`src/hdl/vfc_pkg.sv`:
```
// ----------------------------------------------------------------------------
// vfc_pkg
// Shared types, widths and constant tables for the vehicle follow control law.
// ----------------------------------------------------------------------------
package vfc_pkg;

  localparam int ATAN_LEN = 24;
  localparam int ROT_W    = 34;
  localparam int VEC_W    = 56;
  localparam int ANG_W    = 34;

  localparam logic signed [ROT_W-1:0] ROT_GAIN     = 34'sd652032874;
  localparam logic signed [ANG_W-1:0] QUARTER_TURN = 34'sd1073741824;

  typedef enum logic [2:0] {
    REG_GAIN  = 3'd0,
    REG_SOFT  = 3'd1,
    REG_STIFF = 3'd2,
    REG_DAMP  = 3'd3,
    REG_AXLE  = 3'd4
  } cfg_reg_t;

  typedef struct packed {
    logic signed [ROT_W-1:0] x;
    logic signed [ROT_W-1:0] y;
    logic signed [ROT_W-1:0] z;
  } rot_t;

  typedef struct packed {
    logic signed [VEC_W-1:0] x;
    logic signed [VEC_W-1:0] y;
    logic signed [ANG_W-1:0] z;
  } vec_t;

  typedef struct packed {
    logic signed [31:0] ex;
    logic signed [31:0] ey;
    logic signed [31:0] rx;
    logic signed [31:0] ry;
    logic [15:0]        eh;
    logic [15:0]        rh;
    logic signed [15:0] es;
    logic signed [15:0] rs;
  } pay_t;

  typedef struct packed {
    logic signed [15:0] acc;
    logic signed [16:0] dh;
    logic               zero_num;
    logic               den_neg;
  } side_t;

  // arctan(2^-i) in 2^32 units per turn
  function automatic logic [29:0] atan_turn(input int unsigned i);
    case (i)
      0:  atan_turn = 30'd536870912;
      1:  atan_turn = 30'd316933406;
      2:  atan_turn = 30'd167458907;
      3:  atan_turn = 30'd85004756;
      4:  atan_turn = 30'd42667331;
      5:  atan_turn = 30'd21354465;
      6:  atan_turn = 30'd10680862;
      7:  atan_turn = 30'd5340245;
      8:  atan_turn = 30'd2670163;
      9:  atan_turn = 30'd1335087;
      10: atan_turn = 30'd667544;
      11: atan_turn = 30'd333772;
      12: atan_turn = 30'd166886;
      13: atan_turn = 30'd83443;
      14: atan_turn = 30'd41722;
      15: atan_turn = 30'd20861;
      16: atan_turn = 30'd10430;
      17: atan_turn = 30'd5215;
      18: atan_turn = 30'd2608;
      19: atan_turn = 30'd1304;
      20: atan_turn = 30'd652;
      21: atan_turn = 30'd326;
      22: atan_turn = 30'd163;
      23: atan_turn = 30'd81;
      default: atan_turn = 30'd0;
    endcase
  endfunction

  function automatic logic heading_flip(input logic [15:0] h);
    heading_flip = (h[15:14] == 2'd1) || (h[15:14] == 2'd2);
  endfunction

  // fold the heading by a half turn into the quarter-turn range
  function automatic rot_t rot_start(input logic [15:0] h);
    rot_t r;
    logic signed [ROT_W-1:0] z;
    z = $signed({2'b00, h, 16'h0000});
    if (heading_flip(h)) z = z - 34'sd2147483648;
    if (z >= 34'sd2147483648) z = z - 34'sd4294967296;
    r.x = ROT_GAIN;
    r.y = '0;
    r.z = z;
    rot_start = r;
  endfunction

endpackage

```
`src/hdl/vfc_norm_cell.sv`:
```
// ----------------------------------------------------------------------------
// vfc_norm_cell
// One step of the atan2 operand normalisation: shift both when both are small.
// ----------------------------------------------------------------------------
module vfc_norm_cell #(
  parameter int SHIFT = 1,
  parameter int LIMIT = 48
) (
  input  logic           clk,
  input  logic           en,
  input  vfc_pkg::vec_t  din,
  output vfc_pkg::vec_t  dout
);

  logic [vfc_pkg::VEC_W-1:0] ax;
  logic [vfc_pkg::VEC_W-1:0] ay;
  logic                      small_mag;
  vfc_pkg::vec_t             nxt;

  assign ax = din.x[vfc_pkg::VEC_W-1] ? vfc_pkg::VEC_W'(-din.x) : vfc_pkg::VEC_W'(din.x);
  assign ay = din.y[vfc_pkg::VEC_W-1] ? vfc_pkg::VEC_W'(-din.y) : vfc_pkg::VEC_W'(din.y);
  assign small_mag = (ax[vfc_pkg::VEC_W-1:LIMIT] == '0) && (ay[vfc_pkg::VEC_W-1:LIMIT] == '0);

  always_comb begin
    nxt = din;
    if (small_mag) begin
      nxt.x = $signed(din.x) <<< SHIFT;
      nxt.y = $signed(din.y) <<< SHIFT;
    end
  end

  always_ff @(posedge clk) begin
    if (en) dout <= nxt;
  end

endmodule

```
`config.mk`:
```
export PLATFORM = sky130hd
export DESIGN_NAME = vfc_norm_cell
export DESIGN_NICKNAME = d
export VERILOG_FILES = /design/src/hdl/vfc_pkg.sv /design/src/hdl/vfc_norm_cell.sv
export SDC_FILE = /design/constraint.sdc
export NUM_CORES = 1
export LEC_CHECK = 0
export ABC_AREA = 1
export BUFFER_PORTS_ARGS = -buffer_cell sky130_fd_sc_hd__buf_2
export CORE_ASPECT_RATIO = 1.2
export CORE_MARGIN = 2
export CORE_UTILIZATION = 45
export DETAILED_ROUTE_END_ITERATION = 12
export GPL_TIMING_DRIVEN = 0
export PLACE_DENSITY_LB_ADDON = 0.3
export RECOVER_POWER = 100
export SLEW_MARGIN = 20
export SYNTH_ARGS = -nofsm -noshare
export SYNTH_HDL_FRONTEND = slang
export SYNTH_SLANG_ARGS = --single-unit
```
`constraint.sdc`:
```
create_clock -name clk -period 2.2 [get_ports clk]
set_clock_uncertainty 0.05 [all_clocks]
set_input_delay 0.44 -clock clk [delete_from_list [all_inputs] [get_ports clk]]
set_output_delay 0.44 -clock clk [all_outputs]
set_load 0.05 [all_outputs]
```
==> key figures, run 1 <==
Outcome
  • Status: complete, but fails checks
  • Violated checks: negative setup slack

Synthesis
  • Top post-synthesis cells by area: edfxtp_1 (57%), nand2_1 (18%), nor2_1 (9.0%)
  • XOR/XNOR share of the synthesized area: 0
  • Post-synth top area share: 0.5670
  • Synth cell types: 24
  • Area share of and/or/nand/nor cells after synthesis: 0.3769
  • Syn Nets: 1107
  • Sequential area share after synthesis: 0.5670
  • Largest area contributor in the synthesized netlist: edfxtp_1
  • Top-count cell post-synth: nand2_1
  • Cells after synthesis: 959
  • Number of synthesized flops with an enable pin: roughly 150
  • Syn_area_per_cell: 8.063 um2
  • Synthesized area: 0.007732 mm2
  • Synth cell count leaders: nand2_1 (365), nor2_1 (185), edfxtp_1 (146)
  • Main combinational cell family by area after synthesis: simple AND/OR/NAND/NOR gates
  • Mux contribution to synthesized area: 0
  • Top_reg_cell synth: edfxtp_1
  • Synth Register Bits: between 100 and 150
  • Asr flop ratio synth: 0
  • Syn. warnings: 0
  • Post-synthesis compound-gate area fraction: 0.001942
  • Post-synthesis adder-cell area fraction: 0

Power and ir drop
  • PD cells: between 700 and 800 mW/mm2
  • Leakage power: 4.887 nW
  • Peak VDD IR: approximately 0.42 mV

Floorplan
  • Die Width: 123.7 um
  • Top Ports: between 200 and 300
  • CORE AREA: 0.01685 mm2
  • Initial Utilization: 0.4589
  • Die ar.: ~0.018 mm2
  • Die H: 147.6 um
  • Rows: 52

Routing
  • Vias: 7785
  • Post-DRT Antenna Nets: 0
  • Vias per cell: 5.108
  • WL final: around 25 mm
  • First-pass detailed-route iteration total: 6
  • Wire per inst: roughly 16 um
  • 1st-iter DRT viols: 675
  • DR DRC count: 0

STA
  • Tcrit/Tclk final: 1.057
  • Fin. Hold Viols: 0
  • FMAX: between 400 and 500 MHz
  • RSZ-0062 raised after global routing: yes
  • Max Slew Vio Count: 0
  • Headroom to the max-slew limit: 0.5545
  • Final period demand of the worst path: 2325 ps
  • Final worst setup slack: -125.0 ps
  • Final setup fails: 53
  • Worst slew pin tran: 668.3 ps

Finish
  • Cell Count, Final, Fillers Out: 1524
  • Final #Nets: about 1400
  • Final Cell Area: roughly 0.011 mm2
  • Regs by FF count: dout (146)
  • Synth-to-layout area growth: 44.69%
  • Layout cells sized above 1: 0.3945
  • Max FFs per register: ~150
  • Largest register by flop count: dout
  • N_diodes: 0
  • Util after Layout: 0.6639

Placement
  • Dpl cells: 1468
  • GPL Wtd Cong: 0.9134
  • HPWL Detailed: approximately 18 mm
  • Input/output buffers: 292
  • Post-place instance area: 0.009567 mm2

Run
  • Max-cap violations: 0

Setup path
  • CP Launch Type: input port
  • CP endpoint kind: flip-flop
  • CP required: about 2300 ps
  • Critical path class: input port to flip-flop
  • Crit path launch: din[44]
  • Crit path max fanout: 8
  • Critical Path AT: 2450 ps

Global routing
  • Total track usage: 0.2539
  • Largest net degree at the start of global routing: 87
  • Global-route wire length before repair: 35.27 mm
  • Vias in the first global route: 7197
  • Antenna violations before repair: 0
  • GRT overflow: 0

CTS
  • H-tree levels: 4
  • CTS tree: built
  • CTS Root Cell: clkbuf_16
  • Clock sinks: between 100 and 150
  • Total CTS buffers: 17
  • CTS Hold Buffers Added: 0
  • Max clock buf depth: 2
  • Clock-pin slew on the worst setup and hold paths: ~70 ps

Hold path
  • Hold WC Path Type: input port to flip-flop
  • Worst hold path stage count: 1
  • Hold Crit Endpoint: dout[5]
  • Hold path start: din[5]
[worst max-delay path: stages]
cell and delay (ps):
buf_6 110, nor2_4 180, nand2_2 100, nor2_2 120
nand2_2 80, nor2_4 120, buf_4 110, nand2_1 60
nand3_1 70, nand2_1 60, nor2_1 80, nand2_1 90
nor2_4 190, nand2_4 160, buf_12 190, buf_8 130
nand2_2 60, nand2_1 70
[cell usage in the layout, fill, tap and decap left out, types with 2 or more instances in the layout]
| cell type | instances |
|---|---|
| buf_1 | 2 |
| buf_12 | 3 |
| buf_2 | 264 |
| buf_4 | 29 |
| buf_6 | 24 |
| buf_8 | 9 |
| clkbuf_1 | 23 |
| clkbuf_16 | 17 |
| clkbuf_4 | 8 |
| clkinv_4 | 2 |
| clkinvlp_4 | 4 |
| edfxtp_1 | 146 |
| inv_1 | 49 |
| inv_2 | 3 |
| inv_6 | 4 |
| inv_8 | 3 |
| nand2_1 | 305 |
| nand2_2 | 54 |
| nand2_4 | 7 |
| nand3_1 | 131 |
| nand3_2 | 4 |
| nand3b_1 | 2 |
| nand4_1 | 3 |
| nor2_1 | 113 |
| nor2_2 | 29 |
| nor2_4 | 47 |
| nor3_1 | 6 |
| nor4_1 | 5 |
[logic make-up (layout without fill, tap and decap cells)]
kind of cell	Yosys count	in the layout
and+or+nand+nor	712	712
DFF	146	146
buffers and inverters	99	448
AOI/OAI and AO/OA	2	2
[metal layers]
metal  up-vias  routed length [um]  track usage
met4         0                 938       0.1205
li1       3794                   -            -
met3        71                2023      0.05903
met1      3554                8854       0.2899
met5         -                   0            0
met2       366               12770       0.4426
[worst max-delay path by stage]
stage | endpoint | depth (start not counted)
4_1_cts | dout[124] | 19
2_1_floorplan | dout[109] | 18
3_3_place_gp | dout[132] | 1
6_report | dout[125] | 18
3_5_place_dp | dout[119] | 19
5_1_grt | dout[125] | 19
[metrics by stage]
step                power [mW]  worst slack (ps)  TNS (ps)  hold slack (ps)
finish                   7.934            -125.0     -2513            125.8
global route             8.202            -291.1    -18920            111.6
CTS                      7.854            -39.28    -943.6            119.9
detailed placement       4.994            -874.2    -80150            568.3
global placement         4.976             -1076   -234730            566.2
floorplan                4.435            -15.78    -473.4            488.9
[final cells by class]
| class | count | area [um2] |
|---|---|---|
| flip-flops and latches | 146 | 4384 |
| clock buffers | 17 | 425.4 |
| multi-input cells | 714 | 3545 |
| inverters | 52 | 195.2 |
| well taps | 216 | 270.3 |
| fillers | 1414 | 5663 |
| clock inverters | 15 | 150.1 |
| repair buffers | 319 | 1947 |
| plain buffers | 45 | 271.5 |
[report_power, final]
group	total, mW	switching, mW	internal (mW)
logic	1.74	1.30	0.433
registers	3.36	0.0504	3.31
clock network	2.84	1.25	1.59
[repair_timing]
action	in CTS	in global routing
hold endpoints to repair	0	0
endpoints found under the setup margin	98	98
buffers inserted	11	11
resized for setup	93	201
cloned	3	1
pin swaps	27	82
Note: power is estimated with default switching activity, not from simulation.
==> run 2, diff against run 1 <==
--- a/config.mk
+++ b/config.mk
@@ -11,9 +11,9 @@
 export CORE_MARGIN = 2
 export CORE_UTILIZATION = 45
 export DETAILED_ROUTE_END_ITERATION = 12
-export GPL_TIMING_DRIVEN = 0
 export PLACE_DENSITY_LB_ADDON = 0.3
 export RECOVER_POWER = 100
+export SKIP_CTS_REPAIR_TIMING = 1
 export SLEW_MARGIN = 20
 export SYNTH_ARGS = -nofsm -noshare
 export SYNTH_HDL_FRONTEND = slang
==> key figures, run 2 (synthesized netlist as in run 1, its figures left out) <==
Global routing
  • Global-route wire length before repair: 37.83 mm
  • Largest net degree at the start of global routing: 50
  • Total track usage: 0.2712
  • Antenna violations before repair: 1
  • GRT overflow: 0
  • Vias in the first global route: 7902

Setup path
  • Top delay family on crit path: simple AND/OR/NAND/NOR gates
  • Critical-path cell list: clkbuf_1, nor2_1, nand3_1, nor2_1, nand2_1, nor2_1, nand2_1, nand2_1, nand2_1, nand2_1, nand2_1, inv_1, nand2_1, nor2_4, buf_12, nand2_8, clkbuf_16, nand2_1, nand2_1
  • Critical Path AT: 2490 ps
  • Crit-path slowest cell: nor2_1
  • Critical path class: input port to flip-flop
  • CP Launch Type: input port
  • CP endpoint kind: flip-flop
  • Critical Path Max Stage Delay: 260 ps
  • CP required: 2340 ps
  • Critical path buffers and inverters: 4
  • Crit path max fanout: 10
  • Most frequent CP cell: nand2_1

STA
  • Worst slew pin tran: 374.1 ps
  • Final period demand of the worst path: 2351 ps
  • Max Slew Vio Count: 0
  • FMAX: about 430 MHz
  • Final setup fails: 96
  • Final worst setup slack: -150.9 ps
  • Tcrit/Tclk final: 1.069
  • Headroom to the max-slew limit: 0.7485
  • RSZ-0062 raised after global routing: yes
  • Fin. Hold Viols: 0

Routing
  • Vias per cell: roughly 5.3
  • Metal3 WL: 2.498 mm
  • DR top layer: met4
  • Vias: 8698
  • Post-DRT Antenna Nets: 0
  • DR WL met2: 14.72 mm
  • First-pass detailed-route iteration total: 7
  • DR DRC count: 0
  • 1st-iter DRT viols: 794
  • Wire per inst: 17.17 um
  • Metal-1 WL: 9.677 mm
  • WL final: 28.33 mm

Floorplan
  • Die ar.: 0.01825 mm2
  • Die Width: 123.7 um
  • Initial Utilization: 0.4589
  • Die H: between 100 and 150 um
  • Rows: 52
  • Top Ports: 294
  • CORE AREA: 0.01685 mm2

Finish
  • Commonest non-fill, non-tap cell in the layout: nand2_1
  • Multi-input logic area: 0.003452 mm2
  • Fillers: 1261
  • Layout cells sized above 1: 0.4571
  • Util after Layout: 0.7223
  • Commonest non-fill, non-tap cells in the layout: nand2_1 (312), buf_2 (285), buf_4 (156), edfxtp_1 (146), nand3_1 (130)
  • Largest register by flop count: dout
  • Cell Count, Final, Fillers Out: roughly 1700
  • Synth-to-layout area growth: 57.41%
  • Regs by FF count: dout (146)
  • Final #Nets: ~1600
  • Register area: 0.004384 mm2
  • Max FFs per register: about 150

CTS
  • CTS Root Cell: clkbuf_16
  • CTS tree: built
  • Max clock buf depth: 2
  • H-tree levels: 4
  • Clock sinks: 146
  • Total CTS buffers: 17
  • Clock-pin slew on the worst setup and hold paths: 70 ps

Power and ir drop
  • Leakage power: 5.548 nW
  • Peak VDD IR: roughly 0.50 mV
  • Final Power: between 8 and 9 mW
  • PD cells: ~660 mW/mm2

Outcome
  • Violated checks: negative setup slack
  • Status: complete, but fails checks

Placement
  • GPL Wtd Cong: 0.9660
  • Dpl cells: 1596
  • Pre-CTS WS: -482.6 ps
  • HPWL Detailed: around 19 mm
  • Input/output buffers: 293

Run
  • Max-cap violations: 0

Hold path
  • Hold WC Path Type: input port to flip-flop
-- run 2: cell type report --
cell class	count	share of cell area
tap	216	0.02220
sequential	146	0.3602
multi-input combinational	716	0.2836
timing repair buffer	487	0.2712
clock buffer	17	0.03495
inverter	52	0.01604
antenna	1	0.0002056
clock inverter	15	0.01162
-- run 2: through the flow --
step / setup TNS (ps) / hold WS [ps] / instance area [um2]
floorplan: -473.4 / 488.9 / 7797
global placement: -41320 / 566.0 / 10750
finish: -9330 / 121.8 / 12170
detailed placement: -41850 / 568.4 / 10750
global route: -18950 / 109.8 / 12170
CTS: -427.8 / 116.2 / 11310
-- run 2: path summary, 6_finish.rpt --
path	startpoint	end	slack, ps	cells past startpoint
max	din[139]	dout[44]	-150	19
min	din[18]	dout[18]	120	1
-- run 2: report_power, final --
group          internal [mW]  leakage [nW]  switching [mW]  total [mW]
Sequential              3.30          1.43          0.0553        3.36
Clock                   1.50         0.273            1.31        2.81
Combinational          0.556          3.85            1.35        1.90
-- run 2: routing by layer --
metal / vias to the layer above / global-route usage
met2: 554 / 0.4827
met1: 3977 / 0.3056
li1: 4051 / -
met5: - / 0
met4: 0 / 0.1347
met3: 116 / 0.05131
==> run 3, diff against run 2 <==
==> constraint.sdc (replaced) <==
create_clock -name clk -period 2.1 [get_ports clk]
set_clock_uncertainty 0.05 [all_clocks]
set_input_delay 0.42 -clock clk [delete_from_list [all_inputs] [get_ports clk]]
set_output_delay 0.42 -clock clk [all_outputs]
set_load 0.05 [all_outputs]
==> key figures, run 3 (synthesized netlist as in run 1, its figures left out) <==
Finish
  • Commonest non-fill, non-tap cells in the layout: nand2_1 (307), buf_2 (281), buf_4 (150), edfxtp_1 (146), nand3_1 (116)
  • Final #Nets: approximately 1600
  • Synth-to-layout area growth: 64.69%
  • Commonest non-fill, non-tap cell in the layout: nand2_1
  • Max FFs per register: about 150
  • Fillers: 1165
  • Multi-input logic area: ~0.0036 mm2
  • Regs by FF count: dout (146)
  • Cell Count, Final, Fillers Out: 1663
  • Register area: between 0.004 and 0.005 mm2
  • Largest register by flop count: dout
  • Layout cells sized above 1: 0.4917

Setup path
  • Crit-path slowest cell: clkbuf_16
  • Crit path max fanout: 11
  • Critical Path AT: 2530 ps
  • Critical path class: input port to flip-flop
  • Critical Path Max Stage Delay: 200 ps
  • CP endpoint kind: flip-flop
  • Critical-path cell list: buf_2, buf_6, nor2_4, nand2_2, nor2_2, nand3_2, nor2_1, nand2_1, nand2_1, nand2_1, nand2_1, nand2_1, inv_2, nand2_2, nor2_4, buf_12, nand2_4, clkbuf_16, nand2_1, nand2_1
  • Most frequent CP cell: nand2_1
  • CP Launch Type: input port
  • CP required: 2230 ps

Global routing
  • Antenna violations before repair: 1
  • Total track usage: 0.2660
  • Largest net degree at the start of global routing: 60
  • Vias in the first global route: 7582
  • Global-route wire length before repair: 37.20 mm
  • GRT overflow: 0

Hold path
  • Hold WC Path Type: input port to flip-flop

CTS
  • Max clock buf depth: 2
  • Clock-pin slew on the worst setup and hold paths: around 70 ps
  • CTS tree: built
  • Total CTS buffers: 17
  • CTS Root Cell: clkbuf_16
  • H-tree levels: 4
  • Clock sinks: 146

STA
  • Fin. Hold Viols: 0
  • Headroom to the max-slew limit: 0.5916
  • Tcrit/Tclk final: 1.143
  • Final setup fails: 98
  • Final worst setup slack: -300.6 ps
  • Max Slew Vio Count: 0
  • Final Hold Slack: 112.7 ps
  • RSZ-0062 raised after global routing: yes
  • Worst slew pin tran: 612.7 ps
  • FMAX: 416.6 MHz
  • Final period demand of the worst path: about 2400 ps

Routing
  • Vias per cell: between 5 and 6
  • First-pass detailed-route iteration total: 6
  • 1st-iter DRT viols: between 800 and 900
  • DR DRC count: 0
  • Vias: approximately 9000
  • Wire per inst: approximately 19 um
  • Post-DRT Antenna Nets: 0
  • WL final: 31.74 mm

Floorplan
  • CORE AREA: 0.01685 mm2
  • Top Ports: 294
  • Rows: 52
  • Die Width: 123.7 um
  • Die ar.: 0.01825 mm2
  • Die H: 147.6 um
  • Initial Utilization: 0.4589

Power and ir drop
  • PD cells: 679.8 mW/mm2
  • Peak VDD IR: 0.5332 mV
  • Leakage power: between 5 and 6 nW

Placement
  • Pre-CTS WS: -645.9 ps
  • Dpl cells: about 1600
  • HPWL Detailed: 18.99 mm
  • GPL Wtd Cong: 0.9402
  • Input/output buffers: just under 300

Run
  • Max-cap violations: 0

Outcome
  • Status: complete, but fails checks
  • Violated checks: negative setup slack
run 3: cell types whose count changed in the layout (fill, tap and decap cells not counted), sizes merged:
| cell | delta |
|---|---|
| inv | -1 |
| buf | +4 |
| clkbuf | +9 |
| bufinv | +1 |
run 3: critical path, delay by kind of cell:
family	cells	cell delay (ps)
AND/OR/NAND/NOR	15	1430
buffers and inverters	5	680
run 3: per-stage QoR:
step	utilization	instance area [um2]	setup TNS [ps]	power (mW)
3_3_place_gp	0.6360	10720	-54390	5.424
2_1_floorplan	-	7830	-2569	4.647
6_report	0.7557	12730	-23890	8.658
5_1_grt	0.7557	12730	-37540	8.913
4_1_cts	0.6711	11310	-14100	8.491
3_5_place_dp	0.6360	10720	-57630	5.448
run 3: worst paths after layout:
check                start   endpoint  depth (start not counted)  slack, ps
setup / recovery  din[107]  dout[111]                         20       -300
hold / removal     din[12]   dout[12]                          1        110
run 3: layer usage:
layer / global-route usage / up-vias / part of all wire
met2: 0.4868 / 654 / 0.51
met4: 0.1040 / 0 / 0.066
met3: 0.06057 / 158 / 0.10
met5: 0 / - / 0
met1: 0.2933 / 4083 / 0.33
li1: - / 4093 / -
run 3: cell type report:
class                      count  share of cell area
antenna                        1           0.0001965
clock buffer                  17             0.03341
clock inverter                15             0.01297
inverter                      52             0.01533
multi-input combinational    716              0.2864
sequential                   146              0.3443
tap                          216             0.02122
timing repair buffer         500              0.2862
run 3: power by group:
| group | total (mW) | internal [mW] | switching, mW | leakage, nW |
|---|---|---|---|---|
| Combinational | 2.05 | 0.605 | 1.44 | 4.03 |
| Clock | 3.09 | 1.69 | 1.40 | 0.284 |
| Sequential | 3.52 | 3.46 | 0.0601 | 1.43 |
